<file path="config.mk">
export PLATFORM = sky130hd
export DESIGN_NAME = hfl_ram
export DESIGN_NICKNAME = d
export VERILOG_FILES = /design/src/rtl/core/hfl_ram.sv
export SDC_FILE = /design/constraint.sdc
export NUM_CORES = 1
export LEC_CHECK = 0
export BUFFER_PORTS_ARGS = -buffer_cell sky130_fd_sc_hd__buf_4
export CAP_MARGIN = 20
export CORE_MARGIN = 2
export CORE_UTILIZATION = 39
export DETAILED_ROUTE_END_ITERATION = 10
export REMOVE_ABC_BUFFERS = 1
export SYNTH_ARGS = -nofsm -noshare
export SYNTH_HDL_FRONTEND = slang
export SYNTH_SLANG_ARGS = --single-unit
</file>
<file path="constraint.sdc">
create_clock -name clk -period 2.1 [get_ports clk]
set_clock_uncertainty 0.2 [all_clocks]
set_input_delay 0.105 -clock clk [delete_from_list [all_inputs] [get_ports clk]]
set_output_delay 0.105 -clock clk [all_outputs]
set_load 0.1 [all_outputs]
</file>
<file path="src/rtl/core/hfl_ram.sv">
// generic single write port ram with registered read
module hfl_ram #(
  parameter int WIDTH = 8,
  parameter int DEPTH = 16
) (
  input  logic                     clk,
  input  logic                     we,
  input  logic [$clog2(DEPTH)-1:0] waddr,
  input  logic [WIDTH-1:0]         wdata,
  input  logic [$clog2(DEPTH)-1:0] raddr,
  output logic [WIDTH-1:0]         rdata
);

  logic [WIDTH-1:0] mem [DEPTH];
  logic [WIDTH-1:0] rdata_r;

  always_ff @(posedge clk) begin
    if (we) begin
      mem[waddr] <= wdata;
    end
    rdata_r <= mem[raddr];
  end

  assign rdata = rdata_r;

endmodule

</file>
==> flow_metrics.py, run 1 <==
metrics = {
    "critical_path": {
        "critical_path_class": "reg2reg",
        "startpoint_type": "register",
        "r2r_start": "mem[5][3]",
        "crit_fanout": 1,
        "rr_worst_depth": 3,
        "crit_buf_inv": 0,
        "worstPathCellList": "mux4_1 > a22oi_1 > nand2_1",
        "cp-startpoint": "mem[5][3]",
        "slowest_stage": "mux4_1",
        "regToRegSetupSlack_ns": 0.53,
        "crit-reg2reg-capture": "rdata[3]",
        "cp.arrival_ns": 1.67,
        "cp.required_ns": 2.20,
        "end_kind": "register",
        "cp_slowest_stage_delay_ns": 0.56,
        "cp_top_family": "multiplexers",
    },
    "synthesis": {
        "ys_seq_elements": 136,
        "syn_inst": 229,
        "syn-cell-area_mm2": 0.00515,
        "yosys_warnings": 0,
        "yosys.cell_types.count": 19,
        "syn_area_per_cell_um2": 22.5,
        "yosysSeqAreaShare_pct": 77.8,
    },
    "cts": {
        "root_buffer": "clkbuf_16",
        "cts_tree": "done",
        "cts_setup_buffers": 0,
        "clock-sinks": 136,
        "cts_htree_levels": 4,
        "postCtsHoldBufs": 8,
        "clk_latency_ns": 0.41,
        "cts_buffers": 17,
        "cts_buffer_depth": 2,
        "clkTransAtPathRegs_ns": 0.06,
        "cts-resized-gates": 0,
    },
    "power": {
        "p_per_area_mw_per_mm2": 1040,
        "vdd_drop_max_v": 0.000553,
        "p_leak_nw": 2.16,
    },
    "timing": {
        "finalSetupViolations": 0,
        "fmax_mhz": 638,
        "maxSlewViolCount": 0,
        "final.setup.tns_ns": 0,
        "hold_viol_final": 0,
        "slew_headroom_pct": 50.6,
        "rsz0062_at_grt": "false",
        "finalCriticalPeriod_ns": 1.57,
        "tightest_slew_ns": 0.738,
        "fin_crit_sh_pct": 74.7,
        "fin_ws_ns": 0.532,
    },
    "global_routing": {
        "grt_pass1_vias": 2536,
        "antenna_found_initial": 0,
        "grt_usage_pct": 15.1,
        "overflow": 0,
        "grt_pass1_wl_um": 15200,
        "grt_max_degree": 33,
    },
    "cells_and_area": {
        "drive_above_1_share_pct": 30.9,
        "nets": 309,
        "fillCellCount": 1036,
        "num_antenna_cells": 0,
        "areaGrowthSynthToFinish_pct": 23.1,
    },
    "floorplan": {
        "start_util_pct": 40.3,
        "rows": 41,
        "core-area_mm2": 0.0128,
        "dieArea_mm2": 0.0141,
        "dieWidth_um": 119,
        "die_h_um": 119,
        "top_level_ports": 26,
    },
    "hold_path": {
        "hold_class": "in2reg",
        "min_to": "mem[4][6]",
        "hold_path_depth": 3,
        "hold_start": "waddr[0]",
    },
    "placed_design": {
        "dp_worst_setup_slack_ns": 0.262,
        "gp_congestion": 0.700,
        "dpl.hpwl_um": 6110,
        "portBuffers": 25,
    },
    "route": {
        "wire_per_inst_um": 20.3,
        "routed_via_density": 5.13,
        "num_vias": 2442,
        "dr.pass1.iters": 4,
        "drt_wl_total_um": 9680,
        "drc": 0,
        "drt_first_iter_violations": 194,
        "ant_nets": 0,
    },
    "flow_run": {
        "drv_cap": 0,
    },
    "outcome": {
        "status": "finished clean",
    },
}
metrics by stage:
step / power, mW / utilization [%] / std cells / hold slack, ns / area [µm²]
after floorplan: 3.36 / - / 219 / 0.00387 / 5060
after global placement: 3.53 / 44.0 / 436 / 0.211 / 5630
after detailed placement: 3.54 / 44.0 / 436 / 0.230 / 5630
after CTS: 6.66 / 49.6 / 476 / 0.00633 / 6340
after global routing: 6.80 / 49.6 / 476 / 0.0283 / 6340
final: 6.60 / 49.6 / 476 / 0.0108 / 6340
area by class of cell:
type | count | area (µm²) | area share, %
sequential | 136 | 4000 | 63.2
tap | 172 | 215 | 3.40
timing repair buffer | 53 | 430 | 6.79
clock inverter | 12 | 174 | 2.74
multi-input combinational | 83 | 1060 | 16.7
clock buffer | 20 | 457 | 7.21
where the power goes:
part / switching [mW] / internal [mW]
registers: 0.0149 / 3.04
logic: 0.290 / 0.151
clock network: 1.07 / 2.04
kinds of logic (layout without fill, tap and decap cells):
logic type,Yosys count,count (layout),share of synthesized area (%)
multiplexers,32,32,15.0
AND/OR/NAND/NOR,35,35,3.18
AO/OA/AOI/OAI,16,16,2.33
flip-flops,136,136,77.8
buffers and inverters,10,85,1.68
cells in the final DEF, fill, tap and decap left out, types with 3 or more instances in the layout:
cell type / instances
a22oi_1: 16
buf_4: 44
bufinv_16: 4
clkbuf_16: 17
clkinvlp_4: 3
dfxtp_1: 8
dlygate4sd3_1: 8
edfxtp_1: 128
mux4_1: 14
mux4_2: 18
nand2_1: 9
nor2_1: 13
nor3_1: 4
per-layer routing:
metal | track usage, % | vias up | part of all wire, %
met5 | 0 | - | 0
met4 | 7.22 | 0 | 2.4
met3 | 3.83 | 17 | 2.9
met2 | 23.0 | 41 | 47
met1 | 20.4 | 1287 | 47
li1 | - | 1097 | -
how the worst max path moves through the flow:
stage	cells after the start	slack, ns	endpoint
finish	3	0.53	rdata[3]
global route	3	0.47	rdata[7]
detailed placement	5	0.26	rdata[5]
floorplan	2	0.30	mem[0][0]
global placement	5	0.25	rdata[5]
CTS	3	0.54	rdata[1]
synth_stat cells:
library cell,n,area [µm²]
nand2_1,9,33.8
or3b_2,1,8.76
mux4_2,18,405
and2b_1,1,7.51
and2_1,1,6.26
a22oi_1,16,120
edfxtp_1,128,3840
clkdlybuf4s25_2,3,30.0
nor2_1,13,48.8
nand3b_1,2,15.0
dfxtp_1,8,160
nand2b_1,2,12.5
buf_6,3,33.8
buf_4,1,7.51
nor3_1,4,20.0
buf_2,3,15.0
mux4_1,14,368
nor2b_1,1,6.26
nand3_1,1,5.00
registers in the layout, summed over array words and instances, names as in the netlist:
register and count:
mem 128, rdata 8
tightest hold or removal path, delay by kind of cell:
kind | cells | cell delay, ns
buf+inv | 2 | 0.28
simple gates | 1 | 0.05
Note: power is estimated with default switching activity, not from simulation.
==> run 2: changes to the inputs <==
Settings changed: ABC_AREA set to 1.
Clock period 2.1 ns to 1.5 ns, I/O delays scaled along.
==> run 2 against run 1 <==
Effect of this change: register-to-register slack lost 0.18 ns; setup slack worse by 0.37 ns; utilization shrank 2.3 points; clock power up 11%; area after synthesis up 12%; synthesized cell count grew 140%; via count up 60%; count of clock-buffer cells in the layout up 3; sequential share of layout area down 4.8 points; hold slack improved by 0.055 ns; cell area grew 8.1%; largest power group is now registers.
==> flow_metrics.py, run 2 <==
metrics = {
    "flow_run": {
        "drv_cap": 0,
    },
    "synthesis": {
        "synth_top_family_by_area": "simple AND/OR/NAND/NOR gates",
        "ys_seq_elements": 136,
        "yosysSeqAreaShare_pct": 69.4,
        "synth.mux.area_fraction_pct": 0,
        "syn_inst": 551,
        "synth_fa_ha_area_share_pct": 0,
        "synth_compound_area_share_pct": 0,
        "syn_area_per_cell_um2": 10.5,
        "synth_top_area_share_pct": 66.7,
        "yosys.cell_types.count": 12,
        "synth_area_leaders": "edfxtp_1, nand2_1, nand3_1, inv_1, dfxtp_1",
        "synth-xor-area-share_pct": 0,
        "async_flop_share_pct": 0,
        "synth_flop_cell": "edfxtp_1",
        "yosysMostFrequentCell": "nand2_1",
        "yosysTopAreaCell": "edfxtp_1",
        "synthTopCellsByCount": "nand2_1, edfxtp_1, inv_1",
        "syn-cell-area_mm2": 0.00577,
        "yosys.area_share.simple_pct": 21.0,
        "yosys_warnings": 0,
        "synth_edf_count": 128,
    },
    "cells_and_area": {
        "areaGrowthSynthToFinish_pct": 18.8,
        "mostFrequentLayoutCell": "nand2_1",
        "mostFrequentLayoutCells": "nand2_1, edfxtp_1, inv_1",
        "stdcell_count": 800,
        "top_register": "mem",
        "design_area_mm2": 0.00685,
        "fillCellCount": 1318,
        "num_antenna_cells": 0,
        "largest_reg_flops": 128,
        "nets": 623,
        "postLayoutCoreUtil_pct": 47.3,
        "drive_above_1_share_pct": 11.7,
    },
    "critical_path": {
        "cp_slowest_stage_delay_ns": 0.35,
        "cp_top_family": "flip-flops",
        "cp.arrival_ns": 1.07,
        "crit_fanout": 1,
        "worstPathCellList": "buf_4",
        "slowest_stage": "dfxtp_1",
        "end_kind": "output pin",
        "startpoint_type": "register",
        "cp.required_ns": 1.22,
        "crit_buf_inv": 1,
        "critical_path_class": "reg2out",
    },
    "timing": {
        "fmax_mhz": 745,
        "slew_headroom_pct": 78.3,
        "maxSlewViolCount": 0,
        "rsz0062_at_grt": "false",
        "tightest_slew_ns": 0.326,
        "fin_crit_sh_pct": 89.5,
        "finalCriticalPeriod_ns": 1.34,
        "final.setup.tns_ns": 0,
        "finalSetupViolations": 0,
        "whs_ns": 0.0659,
        "hold_viol_final": 0,
    },
    "hold_path": {
        "hold_class": "in2reg",
    },
    "route": {
        "num_vias": 3908,
        "dr.pass1.iters": 5,
        "wire_per_inst_um": 16.3,
        "ant_nets": 0,
        "drt_wl_total_um": 13100,
        "drc": 0,
        "routed_via_density": 4.89,
        "drt_first_iter_violations": 381,
    },
    "floorplan": {
        "die_h_um": 126,
        "start_util_pct": 39.8,
        "top_level_ports": 26,
        "dieArea_mm2": 0.0158,
        "core-area_mm2": 0.0145,
        "dieWidth_um": 126,
        "rows": 44,
    },
    "global_routing": {
        "grt_usage_pct": 17.4,
        "antenna_found_initial": 0,
        "grt_max_degree": 49,
        "overflow": 0,
        "grt_pass1_vias": 3672,
        "grt_pass1_wl_um": 20600,
    },
    "cts": {
        "cts-resized-gates": 0,
        "cts_htree_levels": 4,
        "cts_buffers": 17,
        "postCtsHoldBufs": 10,
        "cts_buffer_depth": 2,
        "cts_setup_buffers": 0,
        "clock-sinks": 136,
        "clkTransAtPathRegs_ns": 0.05,
        "cts_tree": "done",
        "clk_latency_ns": 0.41,
        "root_buffer": "clkbuf_16",
    },
    "placed_design": {
        "place_inst": 760,
        "gp_congestion": 0.752,
        "dpl.hpwl_um": 7900,
        "post_dp_cell_area_mm2": 0.00627,
        "portBuffers": 25,
    },
    "outcome": {
        "status": "finished clean",
    },
    "power": {
        "p_leak_nw": 2.97,
        "vdd_drop_max_v": 0.000830,
        "p_per_area_mw_per_mm2": 1240,
    },
}
## run 2: cell count changes in the layout (fill, tap and decap cells not counted), sizes merged, moves of 3 or more
cell	before	now
nand3	1	97
nor2	13	17
a22oi	16	0
bufinv	4	0
mux4	32	0
nor3	4	0
buf	45	49
clkinvlp	3	0
nand2	9	173
inv	0	102
clkbuf	20	23
## run 2: layout make-up
class                           instances  area (µm²)  share of cell area, %
Clock buffer                           23         448                   6.54
Clock inverter                          7        31.3                  0.456
Inverter                              102         383                   5.59
Multi-Input combinational cell        289        1210                   17.7
Sequential cell                       136        4000                   58.4
Tap cell                              184         230                   3.36
Timing Repair Buffer                   59         543                   7.92
## run 2: per-layer routing
layer	GRT usage [%]	routed length, µm
met4	6.67	179
met3	3.47	795
met2	26.9	6300
met5	0	0
met1	24.2	5790
## run 2: worst paths after layout
| check | startpoint | end | slack, ns | cells past startpoint |
|---|---|---|---|---|
| hold / removal | raddr[1] | rdata[2] | 0.07 | 6 |
| hold reg to reg | mem[6][2] | rdata[2] | 0.46 | 6 |
| setup / recovery | rdata[4] | rdata[4] | 0.16 | 1 |
| setup reg to reg | mem[3][6] | rdata[6] | 0.35 | 6 |
## run 2: cells by family (layout without fill, tap and decap cells)
| family | Yosys count | count (layout) |
|---|---|---|
| flip-flops | 136 | 136 |
| buffers and inverters | 126 | 191 |
| AND/OR/NAND/NOR | 289 | 289 |
## run 2: worst register-to-register path, cell delays in order, from the launching register on
cell and delay (ns):
edfxtp_1 0.37, nand2_1 0.08, nand2_1 0.05, nand2_1 0.05, nand3_1 0.10, nand3_1 0.14, nand2_1 0.07
## run 2: metrics by stage
step                worst slack [ns]  power (mW)
floorplan                      0.245        4.76
global placement               0.204        5.08
detailed placement             0.170        5.09
CTS                            0.135        8.53
global route                   0.118        8.76
finish                         0.157        8.48
## run 2: power breakdown
group	switching (mW)	internal, mW	total (mW)
logic	0.537	0.217	0.754
clock network	1.39	2.06	3.45
registers	0.0274	4.25	4.28
==> run 3: changes to the inputs <==
==> constraint.sdc (replaced) <==
create_clock -name clk -period 1.5 [get_ports clk]
set_clock_uncertainty 0.2 [all_clocks]
set_input_delay 0.3 -clock clk [delete_from_list [all_inputs] [get_ports clk]]
set_output_delay 0.3 -clock clk [all_outputs]
set_load 0.1 [all_outputs]
==> run 3 against run 2 <==
Effect of this change: the run now ends with hold timing left; sequential cell count unchanged; cell area increased by 3.4%; power increased by 14%; count of clock-buffer cells in the layout decreased by 3; largest cell class unchanged; setup slack got worse by 0.12 ns; critical endpoint unchanged; routed wire length increased by 0.58%; final cell count decreased by 0.25%; register-to-register slack got worse by 0.05 ns.
==> flow_metrics.py, run 3 (synthesized netlist as in run 2, its figures left out) <==
metrics = {
    "critical_path": {
        "slowest_stage": "dfxtp_2",
        "cp.required_ns": 1.00,
        "critical_path_class": "reg2out",
        "cp.arrival_ns": 0.97,
        "crit_buf_inv": 1,
        "cp_top_family": "flip-flops",
        "cp_slowest_stage_delay_ns": 0.37,
        "worstPathCellList": "buf_12",
        "end_kind": "output pin",
        "crit_fanout": 1,
        "startpoint_type": "register",
    },
    "timing": {
        "tightest_slew_ns": 0.416,
        "final.setup.tns_ns": 0,
        "slew_headroom_pct": 72.3,
        "rsz0062_at_grt": "false",
        "maxSlewViolCount": 0,
        "fin_crit_sh_pct": 97.8,
        "finalSetupViolations": 0,
        "whs_ns": -0.00202,
        "finalCriticalPeriod_ns": 1.47,
        "hold_viol_final": 10,
        "fmax_mhz": 682,
    },
    "cts": {
        "clock-sinks": 136,
        "root_buffer": "clkbuf_16",
        "cts_htree_levels": 4,
        "clk_latency_ns": 0.42,
        "clkTransAtPathRegs_ns": 0.06,
        "postCtsHoldBufs": 0,
        "cts_buffers": 17,
        "cts_tree": "done",
        "cts_buffer_depth": 2,
    },
    "route": {
        "routed_via_density": 4.84,
        "ant_nets": 0,
        "drt_first_iter_violations": 432,
        "drc": 0,
        "drt_wl_total_um": 13100,
        "dr.pass1.iters": 5,
        "num_vias": 3865,
        "wire_per_inst_um": 16.5,
    },
    "global_routing": {
        "grt_pass1_wl_um": 21000,
        "antenna_found_initial": 0,
        "overflow": 0,
        "grt_usage_pct": 17.8,
        "grt_pass1_vias": 3816,
        "grt_max_degree": 56,
    },
    "placed_design": {
        "portBuffers": 25,
        "place_inst": 766,
        "dpl.hpwl_um": 7910,
        "gp_congestion": 0.798,
    },
    "floorplan": {
        "dieWidth_um": 126,
        "rows": 44,
        "top_level_ports": 26,
        "die_h_um": 126,
        "core-area_mm2": 0.0145,
        "dieArea_mm2": 0.0158,
        "start_util_pct": 39.8,
    },
    "outcome": {
        "violations": "hold timing",
        "status": "complete, but fails checks",
    },
    "power": {
        "p_leak_nw": 3.07,
        "vdd_drop_max_v": 0.00103,
        "p_per_area_mw_per_mm2": 1360,
    },
    "cells_and_area": {
        "mostFrequentLayoutCell": "nand2_1",
        "largest_reg_flops": 128,
        "nets": 619,
        "drive_above_1_share_pct": 15.0,
        "top_register": "mem",
        "stdcell_count": 798,
        "num_antenna_cells": 0,
        "mostFrequentLayoutCells": "nand2_1, edfxtp_1, inv_1",
        "areaGrowthSynthToFinish_pct": 22.8,
        "fillCellCount": 1283,
    },
    "hold_path": {
        "hold_class": "in2reg",
    },
    "flow_run": {
        "drv_cap": 0,
    },
}
-- run 3: cell types whose count changed in the layout (fill, tap and decap cells not counted) --
| cell | previous run | this run |
|---|---|---|
| buf_12 | 6 | 14 |
| buf_4 | 43 | 40 |
| buf_6 | 0 | 1 |
| bufinv_16 | 0 | 5 |
| clkbuf_1 | 6 | 1 |
| clkbuf_8 | 0 | 2 |
| clkinv_1 | 3 | 1 |
| clkinv_2 | 4 | 2 |
| clkinv_4 | 0 | 2 |
| clkinvlp_4 | 0 | 1 |
| dfxtp_1 | 8 | 3 |
| dfxtp_2 | 0 | 5 |
| dlygate4sd3_1 | 10 | 0 |
| inv_6 | 0 | 1 |
-- run 3: worst paths after layout --
check                           startpoint   endpoint  slack [ns]  cells past startpoint
worst max-delay path              rdata[4]   rdata[4]        0.03                      1
worst min-delay path              wdata[3]  mem[0][3]      -0.002                      1
worst max register to register   mem[7][0]   rdata[0]        0.30                      6
worst min register to register  mem[10][6]   rdata[6]        0.46                      6
-- run 3: final cells by class --
cell class              instances  area (µm²)  area share (%)
clock buffers                  20         457            6.45
flip-flops and latches        136        4010            56.6
multi-input cells             289        1210            17.1
clock inverters                12         198            2.79
repair buffers                 55         592            8.36
inverters                     102         383            5.41
well taps                     184         230            3.25
-- run 3: where the power goes --
part,internal [mW],switching [mW],leakage [nW]
logic,0.269,0.536,1.53
clock network,3.04,1.52,0.318
registers,4.25,0.0390,1.22
total,7.56,2.10,3.07
-- run 3: through the flow --
step                util [%]  power (mW)  worst slack, ns  hold slack (ns)  instance area [µm²]
finish                  48.9        9.66           0.0337         -0.00202                 7080
global route            48.9        9.96          0.00606           0.0113                 7080
CTS                     48.7        9.69          0.00141          0.00166                 7050
detailed placement      43.7        5.10           -0.105            0.428                 6330
global placement        43.7        5.10          -0.0928            0.422                 6330
floorplan                  -        4.76           0.0195            0.199                 5600
-- run 3: layer usage --
metal / vias up / global-route usage, % / wire, µm / share of wire (%)
met4: 0 / 6.80 / 257 / 2.0
met2: 116 / 28.2 / 6200 / 47
met1: 1853 / 24.3 / 6010 / 46
met5: - / 0 / 0 / 0
met3: 22 / 3.59 / 682 / 5.2
li1: 1874 / - / - / -
-- run 3: timing repair --
item                       in CTS  in global routing
buffers inserted                0                  0
setup endpoints to repair       8                  6
resized for setup              17                 10
